$ cat src/hdl/sfprc_pkg.sv
package sfprc_pkg;

   localparam int unsigned POS_W  = 4;
   localparam int unsigned BYTE_W = 8;
   localparam int unsigned VAL_W  = 16;
   localparam int unsigned STAT_W = 2;
   localparam int unsigned IDX_W  = 2;

   localparam logic [BYTE_W-1:0] HDR_FIRST  = 8'h40;
   localparam logic [BYTE_W-1:0] HDR_SECOND = 8'h5E;
   localparam logic [BYTE_W-1:0] HDR_THIRD  = 8'h76;

   localparam logic [POS_W-1:0] POS_HDR0   = 4'd0;
   localparam logic [POS_W-1:0] POS_HDR1   = 4'd1;
   localparam logic [POS_W-1:0] POS_HDR2   = 4'd2;
   localparam logic [POS_W-1:0] POS_SKIP0  = 4'd3;
   localparam logic [POS_W-1:0] POS_SKIP1  = 4'd4;
   localparam logic [POS_W-1:0] POS_X_HI   = 4'd5;
   localparam logic [POS_W-1:0] POS_X_LO   = 4'd6;
   localparam logic [POS_W-1:0] POS_D_HI   = 4'd7;
   localparam logic [POS_W-1:0] POS_D_LO   = 4'd8;
   localparam logic [POS_W-1:0] POS_CSUM   = 4'd9;

   localparam logic [STAT_W-1:0] ST_CHECKSUM_ERROR = 2'd0;
   localparam logic [STAT_W-1:0] ST_OUT_OF_RANGE   = 2'd1;
   localparam logic [STAT_W-1:0] ST_ACCEPTED       = 2'd2;

   localparam logic [IDX_W-1:0] REG_X_MIN     = 2'd0;
   localparam logic [IDX_W-1:0] REG_X_MAX     = 2'd1;
   localparam logic [IDX_W-1:0] REG_DEPTH_MIN = 2'd2;

   localparam logic [VAL_W-1:0] X_MIN_RESET     = 16'd10;
   localparam logic [VAL_W-1:0] X_MAX_RESET     = 16'd630;
   localparam logic [VAL_W-1:0] DEPTH_MIN_RESET = 16'd500;

   typedef struct packed {
      logic [VAL_W-1:0] x_minimum;
      logic [VAL_W-1:0] x_maximum;
      logic [VAL_W-1:0] depth_minimum;
   } sfprc_limits_type;

endpackage

$ cat src/hdl/serial_frame_parser_range_check_top.sv
// Serial frame parser. Takes one received byte per transaction on req_ and
// looks for a 10-byte frame: '@' '^' 'v', two ignored bytes, a big-endian
// 16-bit position, a big-endian 16-bit depth and an 8-bit additive checksum
// over bytes 0 to 8. A wrong first byte is skipped; a wrong second or third
// byte restarts the search. The checksum byte yields one rsp_ transaction
// with status (0 checksum error, 1 out of range, 2 accepted), position and
// depth; no other byte yields one. One byte is taken per cycle; the result
// register is the only stage, so req_tready drops only while a result waits
// and rsp_tready is low. Limits must be written on csr_ only while idle, which is
// not enforced; index 0 is x_minimum, 1 x_maximum, 2 depth_minimum, others ignored.
module serial_frame_parser_range_check_top
   import sfprc_pkg::*;
(
   input  logic               clock,
   input  logic               reset,
   input  logic               req_tvalid,
   output logic               req_tready,
   input  logic [7:0]         req_tdata,   // [7:0] rx_byte
   output logic               rsp_tvalid,
   input  logic               rsp_tready,
   output logic [31:0]        rsp_tdata,   // [15:0] x_position, [31:16] depth_value
   output logic [1:0]         rsp_tuser,   // [1:0] frame_status
   input  logic               csr_we,
   input  logic [IDX_W-1:0]   csr_index,
   input  logic [VAL_W-1:0]   csr_wdata
);

   sfprc_limits_type    limits_ff;
   logic [POS_W-1:0]    pos_ff, pos_in;
   logic [BYTE_W-1:0]   sum_ff, sum_in;
   logic [VAL_W-1:0]    x_ff, x_in;
   logic [VAL_W-1:0]    depth_ff, depth_in;
   logic                out_valid_ff, out_valid_in;
   logic [STAT_W-1:0]   out_status_ff;
   logic [VAL_W-1:0]    out_x_ff;
   logic [VAL_W-1:0]    out_depth_ff;
   logic [STAT_W-1:0]   status;
   logic [BYTE_W-1:0]   rx_byte;
   logic                accept;
   logic                emit;

   assign rx_byte    = req_tdata;
   assign req_tready = !out_valid_ff || rsp_tready;
   assign accept     = req_tvalid && req_tready;

   always_ff @(posedge clock) begin
      if (reset) begin
         limits_ff.x_minimum     <= X_MIN_RESET;
         limits_ff.x_maximum     <= X_MAX_RESET;
         limits_ff.depth_minimum <= DEPTH_MIN_RESET;
      end else if (csr_we) begin
         case (csr_index)
            REG_X_MIN:     limits_ff.x_minimum     <= csr_wdata;
            REG_X_MAX:     limits_ff.x_maximum     <= csr_wdata;
            REG_DEPTH_MIN: limits_ff.depth_minimum <= csr_wdata;
            default:       ;
         endcase
      end
   end

   always_comb begin
      pos_in   = pos_ff;
      sum_in   = sum_ff;
      x_in     = x_ff;
      depth_in = depth_ff;
      emit     = 1'b0;
      if (accept) begin
         case (pos_ff)
            POS_HDR0: begin
               if (rx_byte == HDR_FIRST) begin
                  pos_in = pos_ff + 1'b1;
                  sum_in = sum_ff + rx_byte;
               end
            end
            POS_HDR1, POS_HDR2: begin
               if ((pos_ff == POS_HDR1 && rx_byte == HDR_SECOND) ||
                   (pos_ff == POS_HDR2 && rx_byte == HDR_THIRD)) begin
                  pos_in = pos_ff + 1'b1;
                  sum_in = sum_ff + rx_byte;
               end else begin
                  pos_in = POS_HDR0;
                  sum_in = '0;
               end
            end
            POS_SKIP0, POS_SKIP1, POS_X_HI, POS_X_LO, POS_D_HI, POS_D_LO: begin
               pos_in = pos_ff + 1'b1;
               sum_in = sum_ff + rx_byte;
               if (pos_ff == POS_X_HI)  x_in[15:8]     = rx_byte;
               if (pos_ff == POS_X_LO)  x_in[7:0]      = rx_byte;
               if (pos_ff == POS_D_HI)  depth_in[15:8] = rx_byte;
               if (pos_ff == POS_D_LO)  depth_in[7:0]  = rx_byte;
            end
            POS_CSUM: begin
               emit   = 1'b1;
               pos_in = POS_HDR0;
               sum_in = '0;
            end
            default: begin
               pos_in = POS_HDR0;
               sum_in = '0;
            end
         endcase
      end
   end

   sfprc_check u_check (
      .limits       (limits_ff),
      .running_sum  (sum_ff),
      .rx_byte      (rx_byte),
      .x_position   (x_ff),
      .depth_value  (depth_ff),
      .frame_status (status)
   );

   assign out_valid_in = emit || (out_valid_ff && !rsp_tready);

   always_ff @(posedge clock) begin
      if (reset) begin
         pos_ff       <= POS_HDR0;
         sum_ff       <= '0;
         out_valid_ff <= 1'b0;
      end else begin
         pos_ff       <= pos_in;
         sum_ff       <= sum_in;
         out_valid_ff <= out_valid_in;
      end
   end

   always_ff @(posedge clock) begin
      x_ff     <= x_in;
      depth_ff <= depth_in;
      if (emit) begin
         out_status_ff <= status;
         out_x_ff      <= x_ff;
         out_depth_ff  <= depth_ff;
      end
   end

   assign rsp_tvalid = out_valid_ff;
   assign rsp_tdata  = {out_depth_ff, out_x_ff};
   assign rsp_tuser  = out_status_ff;

   a_pos_bound: assert property (@(posedge clock) disable iff (reset)
      pos_ff <= POS_CSUM)
      else $error("byte position beyond checksum byte");

   a_idle_sum: assert property (@(posedge clock) disable iff (reset)
      pos_ff == POS_HDR0 |-> sum_ff == '0)
      else $error("running sum not cleared at frame start");

   a_restart: assert property (@(posedge clock) disable iff (reset)
      accept && pos_ff == POS_CSUM |=> pos_ff == POS_HDR0 && rsp_tvalid)
      else $error("no result or restart after checksum byte");

   a_result_source: assert property (@(posedge clock) disable iff (reset)
      $rose(rsp_tvalid) |-> $past(accept && pos_ff == POS_CSUM))
      else $error("result without checksum byte");

   a_rsp_status: assert property (@(posedge clock) disable iff (reset)
      rsp_tvalid |-> rsp_tuser == ST_CHECKSUM_ERROR || rsp_tuser == ST_OUT_OF_RANGE ||
                     rsp_tuser == ST_ACCEPTED)
      else $error("invalid frame status");

endmodule

$ cat src/hdl/sfprc_check.sv
module sfprc_check
   import sfprc_pkg::*;
(
   input  sfprc_limits_type    limits,
   input  logic [BYTE_W-1:0]   running_sum,
   input  logic [BYTE_W-1:0]   rx_byte,
   input  logic [VAL_W-1:0]    x_position,
   input  logic [VAL_W-1:0]    depth_value,
   output logic [STAT_W-1:0]   frame_status
);

   logic out_of_range;

   assign out_of_range = (x_position < limits.x_minimum) ||
                         (x_position > limits.x_maximum) ||
                         (depth_value < limits.depth_minimum);

   always_comb begin
      if (running_sum != rx_byte) begin
         frame_status = ST_CHECKSUM_ERROR;
      end else if (out_of_range) begin
         frame_status = ST_OUT_OF_RANGE;
      end else begin
         frame_status = ST_ACCEPTED;
      end
   end

endmodule

$ cat config.mk
export PLATFORM = sky130hd
export DESIGN_NAME = serial_frame_parser_range_check_top
export DESIGN_NICKNAME = d
export VERILOG_FILES = /design/src/hdl/sfprc_pkg.sv /design/src/hdl/serial_frame_parser_range_check_top.sv /design/src/hdl/sfprc_check.sv
export SDC_FILE = /design/constraint.sdc
export NUM_CORES = 1
export LEC_CHECK = 0
export BUFFER_PORTS_ARGS = -buffer_cell sky130_fd_sc_hd__buf_2
export CORE_MARGIN = 2
export CORE_UTILIZATION = 52
export CTS_BUF_LIST = sky130_fd_sc_hd__clkbuf_2
export DETAILED_ROUTE_END_ITERATION = 10
export GPL_TIMING_DRIVEN = 0
export PLACE_DENSITY = 0.72
export SETUP_SLACK_MARGIN = 0.4
export SYNTH_ARGS = -nofsm -noshare
export SYNTH_HDL_FRONTEND = slang
export SYNTH_HIERARCHICAL = 1
export SYNTH_SLANG_ARGS = --single-unit
$ cat constraint.sdc
create_clock -name clock -period 6.64 [get_ports clock]
set_input_delay 0.664 -clock clock [delete_from_list [all_inputs] [get_ports clock]]
set_output_delay 0.664 -clock clock [all_outputs]
set_load 0.05 [all_outputs]
Yosys cells after proc, flatten, opt, wreduce, memory -nomap -nowiden. Cells that the tools add are included.

Word-level logic and storage cells: 66. Output and inout port bits: 36. Bits in registers: 127.

Muxes and demuxes: 9. Equality and inequality tests: 16. Order comparisons: 3. Add/subtract/negate cells: 2. Reductions and logical operators: 23.

Operator list (number): less-than comparator 16 bit (2); == test 8 x 7 -> 1 bit (second input constant) (3); one-hot mux 8 bit (3 select lines) (1); == test 4 x 3 -> 1 bit (second input constant) (4); > comparator 16 bit (1); 2-to-1 mux 8 bit (2); one-hot mux 4 bit (3 select lines) (1); AND reduction 3 bit (4); adder 8 bit (1); == test 4 x 2 -> 1 bit (second input constant) (2); == test 4 bit (second input constant) (2); 2-to-1 mux 4 bit (2); inequality test 8 bit (1); AND reduction 2 bit (4); OR reduction 6 bit (1); logical OR 1 bit (5); adder 4 x 1 -> 4 bit (second input constant) (1); == test 4 x 1 -> 1 bit (second input constant) (1); logical AND 1 bit (4); logical NOT 4 bit (1); == test 2 x 1 -> 1 bit (second input constant) (1); == test 2 bit (second input constant) (1); logical NOT 1 bit (2); logical NOT 2 bit (1); 4 further kinds (5).

Depth between registers and ports, before layout. Gate-level depths: netlist (run 1).

Depth in word-level cells: 5. Mapped depth: 8. Mapped depth without buffers: 8.

By module. The synthesis (run 1) kept the hierarchy.

By module, submodules not included: serial_frame_parser_range_check_top (cells each 412, instances 1, area each 4792.1 um^2); sfprc_check (cells each 177, instances 1, area each 1260.0 um^2).

Worst setup path before layout (run 1). OpenSTA, ideal clock, no wires.

Path kind: input -> register. Start point: input rsp_tready. End point: register out_depth_ff[0], enable pin. Slack: 3.941 ns. Arrival: 2.311 ns. Buffers on the path: 0. Library setup time: 0.389 ns. Stages on the path: 4. Path through: nand2b_2 -> nand2_1 -> or4_1 -> inv_1.

Word-level cells in the longest chain between the ends: 3.

Ends and longest elaborated chain: start: declaration (RTL line serial_frame_parser_range_check_top.sv:20) `input logic rsp_tready,`; logical OR 1 bit (RTL line serial_frame_parser_range_check_top.sv:43) `assign req_tready = !out_valid_ff || rsp_tready;`; logical AND 1 bit (RTL line serial_frame_parser_range_check_top.sv:44) `assign accept = req_tvalid && req_tready;`; 2-to-1 mux 1 bit (RTL line serial_frame_parser_range_check_top.sv:67) `if (accept) begin`; named net emit (RTL line serial_frame_parser_range_check_top.sv:40) `logic emit;`; end signal: assignment (RTL line serial_frame_parser_range_check_top.sv:135) `out_depth_ff <= depth_ff;`; end: declaration (RTL line serial_frame_parser_range_check_top.sv:36) `logic [VAL_W-1:0] out_depth_ff;`.

The timed path passes the listed nets, and every way through them passes these cells. A chain may end at the register's enable or synchronous reset.

Worst setup path in the final report (run 1).
Start point: register x_ff[14]. End point: register out_status_ff[1], in the netlist rsp_tuser[1], data pin.

Word-level cells in the longest chain between the ends: 4.

Ends and longest elaborated chain: start: declaration (RTL line serial_frame_parser_range_check_top.sv:31) `logic [VAL_W-1:0] x_ff, x_in;`; start signal: assignment (RTL line serial_frame_parser_range_check_top.sv:130) `x_ff <= x_in;`; less-than comparator 16 bit or > comparator 16 bit (tied branches) (RTL line sfprc_check.sv:14, sfprc_check.sv:15); logical OR 1 bit (*) (RTL line sfprc_check.sv:14) `assign out_of_range = (x_position < limits.x_minimum) ||`; logical OR 1 bit (*) (RTL line sfprc_check.sv:15) `(x_position > limits.x_maximum) ||`; 2-to-1 mux 2 bit (*) (RTL line sfprc_check.sv:21) `end else if (out_of_range) begin`; end signal: assignment (RTL line serial_frame_parser_range_check_top.sv:133) `out_status_ff <= status;`; end: declaration (RTL line serial_frame_parser_range_check_top.sv:34) `logic [STAT_W-1:0] out_status_ff;`.

Every way passes the cells marked *; elsewhere a longest branch is shown, timed or not.

==> out/metrics.cfg, run 1 <==
[run_status]
status=finished, final reports clean

[synth]
synthArstFlopShare_pct=0
syn_nets=678
synth_warnings=6
ys_seq_elements=127
synth_edf_count=66
yosys.area.top_type_share_pct=32.7
synth.distinct_cells=58
synth_ff_type=edfxtp_1
synth.avg_cell_area_um2=10.3
yosysTopAreaCell=edfxtp_1
syn_area_um2=6050
yosys-top-cells-area=edfxtp_1 33%, dfxtp_1 20%, ha_1 12%, nand2_1 7.4%, a21oi_1 5.5%
seq_area_frac_synth_pct=52.9
syn_inst=589

[timing]
tns_ns=0
slew_headroom_pct=21.0
clock_skew_ns=0.0207
period_needed_ns=2.24
grt_setup_unrepaired=no
fmax_mhz=446
post-route-period-util_pct=33.8
maxSlewViolCount=0
fin_ws_ns=4.40
whs_ns=0.211
finalHoldViolations=0
tightestPinTransition_ns=1.18
finalSetupViolations=0

[cts]
clockBufferDepth=2
ctsHoldBuffers=0
cts_sinks=127
cts_max_level=4
root_buffer=clkbuf_2
cts_tree=built
cts_made_buffers=17
path_clk_slew_ns=0.17
clk_latency_ns=0.66
cts_setup_buffers=0
cts-resized-gates=0

[final_layout]
n_antenna_cell=0
fill_cells=957
seqCellArea_um2=3200
area_growth_pct=14.1
multi_input_area_um2=2530
layout_common_cells=120 x nand2_1, 70 x buf_2, 67 x a21oi_1
num-nets-final=763
final_common_cell=nand2_1
drive_gt1_share_pct=18.0
instances_no_fill=830

[place]
place_hpwl_um=10400
gp_congestion=0.865
dp_slack_ns=3.65
io_buffer_count=65
dpl.cell_count=797

[job]
max_cap_violations=0

[detailed_routing]
ant_nets=0
drc=0
via_per_inst=5.47
vias=4543
post_drt_wl_per_cell_um=16.8
first_iter_violations=270
wirelength_um=14000
dr.pass1.iters=5

[worst_setup_path]
crit_path_cell_trace=ha_1, nand4_1, nor4_2, a21boi_2, o31ai_2, and4b_1
endpoint_kind=flop
slowest_delay_ns=0.46
cp_slowest_cell=nor4_2
crit_type=flop to flop
crit_arrival_ns=2.68
critPathMaxFanout=3
cp_data_required_time_ns=7.07
start_kind=flop
reg2regPathDepth=6

[worst_hold_path]
holdCritPathClass=primary input to flop
min_path_cells=2

[grt]
track_usage_pct=23.1
grt_pass1_vias=4428
grt_pass1_wl_um=22100
grt_max_degree=35
antenna_found_initial=0
grt_overflow=0

[die]
rows=39
core_area_um2=11400
io_pins=67
die_h_um=112
die_w_um=112
initial_utilization_pct=53.2
dieArea_um2=12500

[pwr]
p_leak_nw=2.78
max-vdd-ir-drop_mv=0.142
power_density_nw_per_um2=223

## worst max-delay path, delay by kind of cell, from the launching register on
family                   cells  cell delay (ns)
AND/OR/NAND/NOR              3             0.88
flip-flops                   1             0.45
adder cells (fa/ha/maj)      1             0.35
AO/OA/AOI/OAI                2             0.35
## path summary, 6_finish.rpt
kind	slack (ns)	startpoint	end
worst min register to register	0.47	limits_ff[34]$_SDFFE_PP0P_	limits_ff[34]$_SDFFE_PP0P_
worst min-delay path	0.21	reset	sum_ff[6]$_SDFFE_PP0P_
worst max register to register	4.40	x_ff[14]$_DFFE_PP_	rsp_tuser[1]$_DFFE_PP_
worst max-delay path	4.40	x_ff[14]$_DFFE_PP_	rsp_tuser[1]$_DFFE_PP_
## metrics by stage
step	power (mW)	area (um2)	util [%]
finish	1.54	6900	60.7
global route	1.60	6900	60.7
CTS	1.55	6870	60.4
detailed placement	0.953	6560	57.7
global placement	0.949	6560	57.7
floorplan	0.911	6050	-
## final cells by class
class / count / share of cell area [%]
Sequential cell: 127 / 46.4
Inverter: 58 / 3.15
Multi-Input combinational cell: 384 / 36.7
Tap cell: 143 / 2.59
Timing Repair Buffer: 66 / 5.11
Buffer: 20 / 1.56
Clock buffer: 19 / 1.38
Clock inverter: 13 / 3.15
## sequential cells by signal (all words and copies together), names as in the netlist
name          count
depth_ff         16
limits_ff        48
out_depth_ff     16
out_x_ff         16
pos_ff            4
rsp_tuser         2
rsp_tvalid        1
sum_ff            8
x_ff             16
## power by group
| part | internal (mW) | total, mW | switching [mW] | leakage [nW] |
|---|---|---|---|---|
| combinational | 0.0363 | 0.0996 | 0.0633 | 1.51 |
| sequential | 0.832 | 0.838 | 0.00599 | 1.09 |
| clock | 0.321 | 0.604 | 0.283 | 0.181 |
## metal layers
layer	routed length, um	vias to the layer above	GRT usage, %
li1	-	2221	-
met1	5730	2135	28.1
met2	6980	162	39.8
met3	951	25	6.21
met4	313	0	8.15
met5	0	-	0
## cell usage after synthesis (6+ instances only)
cell type	instances
inv_1	58
clkbuf_1	11
dfxtp_1	61
nand4_1	6
ha_1	57
nand2b_1	6
nand2_1	120
nand3b_1	18
edfxtp_1	66
o21ai_0	13
xor2_1	8
nor2_1	9
nand3_1	14
a21oi_1	67
## cell families (layout without fill, tap and decap cells)
group | Yosys count | count (layout) | synth area share [%]
AO/OA/AOI/OAI | 113 | 113 | 11.6
AND/OR/NAND/NOR | 203 | 203 | 16.5
XOR/XNOR | 10 | 10 | 1.45
flip-flops | 127 | 127 | 52.9
adder cells (fa/ha/maj) | 58 | 58 | 12.1
buffers and inverters | 78 | 176 | 5.38
Power figures use the tool's default switching activity.
==> inputs of run 2 (changes only) <==
clock period = 2.08 ns   (was 6.64 ns; I/O delays follow)
==> run 2 against run 1 <==
Net effect: the run now ends with negative setup slack left; die area stayed put; critical path depth is the same; clock power rose to 3.2 times the previous value; utilization rose by 8.1 points; sequential power rose to 3.2 times the previous value; via count rose by 9.9%; register-to-register slack worse by 4.4 ns; routed wire length rose by 17%; critical endpoint is now rsp_tuser[0]$_DFFE_PP_; largest cell class unchanged; largest power group unchanged.
==> out/metrics.cfg, run 2 (synthesis gave the netlist of run 1 again) <==
[run_status]
status=finished, violations left
violations=negative setup slack

[timing]
finalHoldViolations=0
fmax_mhz=473
tns_ns=-0.0517
maxSlewViolCount=0
post-route-period-util_pct=102
grt_setup_unrepaired=yes
clock_skew_ns=0.0273
tightestPinTransition_ns=0.732
period_needed_ns=2.11
finalSetupViolations=2
slew_headroom_pct=51.2
fin_ws_ns=-0.0324

[cts]
cts_made_buffers=17
clk_latency_ns=0.69
cts_tree=built
cts_sinks=127
path_clk_slew_ns=0.20
root_buffer=clkbuf_2
clockBufferDepth=2
cts_max_level=4

[worst_hold_path]
holdPathEnd=limits_ff[42]$_SDFFE_PP0P_
hp-start=csr_index[0]
holdCritPathClass=primary input to flop
min_path_cells=5

[worst_setup_path]
endpoint_kind=flop
regToRegSetupSlack_ns=-0.03
critPathMaxFanout=3
reg2reg_to=rsp_tuser[0]$_DFFE_PP_
crit_type=flop to flop
reg2regPathDepth=6
r2r-start=x_ff[4]$_DFFE_PP_
crit_arrival_ns=2.55
cp_data_required_time_ns=2.51
cp-startpoint=x_ff[4]$_DFFE_PP_
start_kind=flop

[place]
io_buffer_count=65
gp_congestion=0.891
dpl.cell_count=797
place_hpwl_um=10700

[pwr]
pwr-share-comb_pct=7.9
max-vdd-ir-drop_mv=0.468
internal_power_mw=3.84
p_leak_nw=3.13
power_density_nw_per_um2=641
sw_frac_of_total_pct=23.5
power.switching_mw=1.18
clockPowerShare_pct=38.8
p_seq_share_pct=53.3

[job]
max_cap_violations=0

[detailed_routing]
drc=0
dr.pass1.iters=5
via_per_inst=5.61
first_iter_violations=384
post_drt_wl_per_cell_um=18.3
ant_nets=0
wirelength_um=16300
vias=4994

[die]
dieArea_um2=12500
io_pins=67
die_w_um=112
core_area_um2=11400
rows=39
die_h_um=112
initial_utilization_pct=53.2

[grt]
track_usage_pct=26.2
grt_pass1_wl_um=24800
grt_overflow=0
grt_pass1_vias=5094
antenna_found_initial=0
grt_max_degree=17

[final_layout]
final_common_cell=nand2_1
largest_reg_flops=48
area_growth_pct=29.3
n_antenna_cell=0
drive_gt1_share_pct=27.8
largest-register=limits_ff
num-nets-final=823
layout_common_cells=118 x nand2_1, 69 x buf_2, 66 x edfxtp_1
instances_no_fill=890

[run 2: cell count changes in the layout (fill, tap and decap cells not counted), moves of 4 or more]
cell	delta
dlygate4sd3_1	+30
buf_4	+20
a21oi_1	-10
buf_6	+9
a21oi_2	+8
ha_1	-8
ha_4	+8
dfxtp_1	-7
inv_2	+6
nand3_1	-6
inv_1	-5
nand3_2	+5
dfxtp_2	+4
[run 2: metrics by stage]
step / area, um2 / setup WS, ns / hold WS, ns / util, % / total power, mW
after floorplan: 6120 / 0.192 / 0.307 / - / 2.91
after global placement: 6630 / -0.0122 / 0.434 / 58.3 / 3.03
after detailed placement: 6630 / -0.102 / 0.439 / 58.3 / 3.05
after CTS: 7690 / 0.0000242 / 0.0308 / 67.7 / 5.02
after global routing: 7820 / -0.122 / 0.0462 / 68.8 / 5.18
final: 7820 / -0.0324 / 0.0905 / 68.8 / 5.01
[run 2: timing repair]
| item | 4_1_cts | 5_1_grt |
|---|---|---|
| gates cloned | 3 | 0 |
| pin swaps | 25 | 11 |
| gates resized for setup | 41 | 31 |
| hold buffers | 30 | 0 |
| endpoints found under the hold margin | 100 | 0 |
| endpoints found under the setup margin | 61 | 72 |
| buffers inserted | 26 | 2 |
[run 2: worst max path at each step]
stage                                 to  slack, ns
2_1_floorplan  out_depth_ff[0]$_DFFE_PP_       0.19
3_3_place_gp       out_x_ff[7]$_DFFE_PP_      -0.01
3_5_place_dp       out_x_ff[6]$_DFFE_PP_      -0.10
4_1_cts           rsp_tuser[1]$_DFFE_PP_    0.00002
5_1_grt           rsp_tuser[1]$_DFFE_PP_      -0.12
6_report          rsp_tuser[0]$_DFFE_PP_      -0.03
[run 2: final cells by class]
type,count,area (um2)
fill,860,3550
sequential,127,3220
multi-input combinational,384,2840
timing repair buffer,125,928
inverter,58,226
clock inverter,14,221
tap,143,179
buffer,20,114
clock buffer,18,90.1
timing repair inverter,1,7.51
[run 2: power groups by stage]
stage | Sequential [mW] | Clock [mW] | Combinational (mW)
floorplan | 2.72 | 0 | 0.187
global placement | 2.73 | 0 | 0.306
detailed placement | 2.73 | 0 | 0.321
CTS | 2.67 | 1.96 | 0.380
global route | 2.68 | 2.07 | 0.431
finish | 2.67 | 1.94 | 0.398
[run 2: worst max-delay path, cell delays in order, from the launching register on]
cell and delay, ns:
edfxtp_1 0.50, ha_1 0.25, a21oi_1 0.15, o21ai_0 0.11, a221o_1 0.38, o31ai_2 0.34, a31oi_1 0.13
[run 2: layer usage]
metal,part of all wire [%],GRT usage (%)
met1,40,30.5
met2,50,45.7
met3,6.4,6.37
met4,3.7,12.2
met5,0,0
==> inputs of run 3 (changes only) <==
CORE_MARGIN = default   (was 2)
CTS_BUF_LIST = sky130_fd_sc_hd__clkbuf_4   (was sky130_fd_sc_hd__clkbuf_2)
==> run 3 against run 2 <==
Net effect: the run still ends with negative setup slack left; total power up 0.93%; utilization barely moved; worst setup slack worse by 0.00089 ns; clock power increased by 4%; clock-buffer cell count up 2; critical path depth unchanged; routed wire length is 0.17% higher; sequential share of layout area is essentially flat; combinational power shrank 3%; critical path type unchanged; critical endpoint is now rsp_tuser[1]$_DFFE_PP_.
==> out/metrics.cfg, run 3 (synthesis gave the netlist of run 1 again) <==
[die]
die_w_um=110
rows=39
io_pins=67
dieArea_um2=12100
die_h_um=110
core_area_um2=11400
initial_utilization_pct=53.2

[timing]
slew_headroom_pct=54.6
maxSlewViolCount=0
post-route-period-util_pct=102
finalHoldViolations=0
tns_ns=-0.0333
fin_ws_ns=-0.0333
period_needed_ns=2.11
clock_skew_ns=0.0141
finalSetupViolations=1
grt_setup_unrepaired=yes
tightestPinTransition_ns=0.681
fmax_mhz=473

[detailed_routing]
vias=4936
dr_wl_met3_um=971
drc=0
wirelength_um=16300
first_iter_violations=301
met1_length_um=6420
ant_nets=0
highest_layer=met4
met2_length_um=8270
dr.pass1.iters=5
post_drt_wl_per_cell_um=18.4
via_per_inst=5.57

[cts]
clockBufferDepth=2
cts_sinks=127
cts_max_level=4
cts_tree=built
clk_latency_ns=0.54
root_buffer=clkbuf_4
path_clk_slew_ns=0.11
cts_made_buffers=17

[run_status]
violations=negative setup slack
status=finished, violations left

[worst_setup_path]
cp_top_family=simple AND/OR/NAND/NOR gates
crit_type=flop to flop
endpoint_kind=flop
crit_path_cell_trace=ha_1, nand4_1, nor4_4, a21boi_2, o31ai_2, and4b_1
critPathMaxFanout=3
start_kind=flop
cp_data_required_time_ns=2.39
crit_arrival_ns=2.42
cp_slowest_cell=edfxtp_1
critPathBufInv=0
slowest_delay_ns=0.45

[final_layout]
area_growth_pct=29.3
num-nets-final=818
final_common_cell=nand2_1
instances_no_fill=886
largest-register=limits_ff
layout_common_cells=119 x nand2_1, 69 x buf_2, 66 x edfxtp_1
drive_gt1_share_pct=26.4
largest_reg_flops=48

[grt]
grt_max_degree=17
antenna_found_initial=1
grt_pass1_wl_um=23800
grt_pass1_vias=4829
track_usage_pct=27.9
grt_overflow=0

[place]
gp_congestion=0.868
place_hpwl_um=10500
dpl.cell_count=797
io_buffer_count=65

[pwr]
p_leak_nw=3.09
max-vdd-ir-drop_mv=0.622
power_density_nw_per_um2=647
fin_total_pwr_mw=5.06

[job]
max_cap_violations=0

[worst_hold_path]
holdCritPathClass=primary input to flop

-- run 3: cell count changes in the layout (fill, tap and decap cells not counted), sizes merged --
| cell | delta |
|---|---|
| buf | -2 |
| inv | -3 |
| bufinv | -1 |
| clkbuf | +3 |
| dlygate4sd3 | -4 |
| diode | +1 |
| clkinvlp | +4 |
| clkinv | -2 |
-- run 3: path summary, 6_finish.rpt --
path         depth (start not counted)                         end                        from  slack (ns)
max                                  6      rsp_tuser[1]$_DFFE_PP_           x_ff[8]$_DFFE_PP_       -0.03
min                                  1      depth_ff[11]$_DFFE_PP_                req_tdata[3]        0.05
max reg2reg                          6      rsp_tuser[1]$_DFFE_PP_           x_ff[8]$_DFFE_PP_       -0.03
min reg2reg                          2  limits_ff[38]$_SDFFE_PP0P_  limits_ff[38]$_SDFFE_PP0P_        0.46
-- run 3: worst register-to-register path, delay by kind of cell, from the launching register on --
kind	cells	cell delay [ns]
adders and majority gates	1	0.31
DFF	1	0.45
AOI/OAI and AO/OA	2	0.35
and+or+nand+nor	3	0.78
-- run 3: layout make-up --
cell class	instances	area, um2
repair buffers	120	937
repair inverters	1	7.51
clock buffers	20	150
flip-flops and latches	127	3220
fillers	854	3550
multi-input cells	384	2790
clock inverters	12	193
well taps	143	179
inverters	58	230
plain buffers	20	119
diodes	1	2.50
-- run 3: repair_timing --
item / in CTS / in global routing
gates resized for setup: 43 / 11
hold buffers: 18 / 8
pin swaps: 22 / 12
setup buffers: 21 / 5
endpoints found under the setup margin: 56 / 64
cloned: 4 / 0
hold endpoints to repair: 51 / 6
-- run 3: where the power goes --
part | internal [mW] | switching (mW) | leakage [nW] | total [mW]
registers | 2.65 | 0.0200 | 1.09 | 2.67
logic | 0.156 | 0.230 | 1.83 | 0.386
clock network | 1.10 | 0.901 | 0.173 | 2.01
-- run 3: layer usage --
metal,vias to the layer above,GRT usage (%)
met1,2364,31.9
li1,2336,-
met4,0,15.6
met3,52,6.82
met5,-,0
met2,184,47.6
-- run 3: through the flow --
| step | cell area, um2 | setup WS (ns) | util, % | hold slack (ns) |
|---|---|---|---|---|
| 6_report | 7820 | -0.0333 | 68.8 | 0.0457 |
| 2_1_floorplan | 6120 | 0.192 | - | 0.307 |
| 5_1_grt | 7820 | -0.0905 | 68.8 | 0.000304 |
| 4_1_cts | 7640 | -0.00298 | 67.2 | 0.0113 |
| 3_3_place_gp | 6630 | -0.00762 | 58.3 | 0.434 |
| 3_5_place_dp | 6630 | -0.0624 | 58.3 | 0.442 |
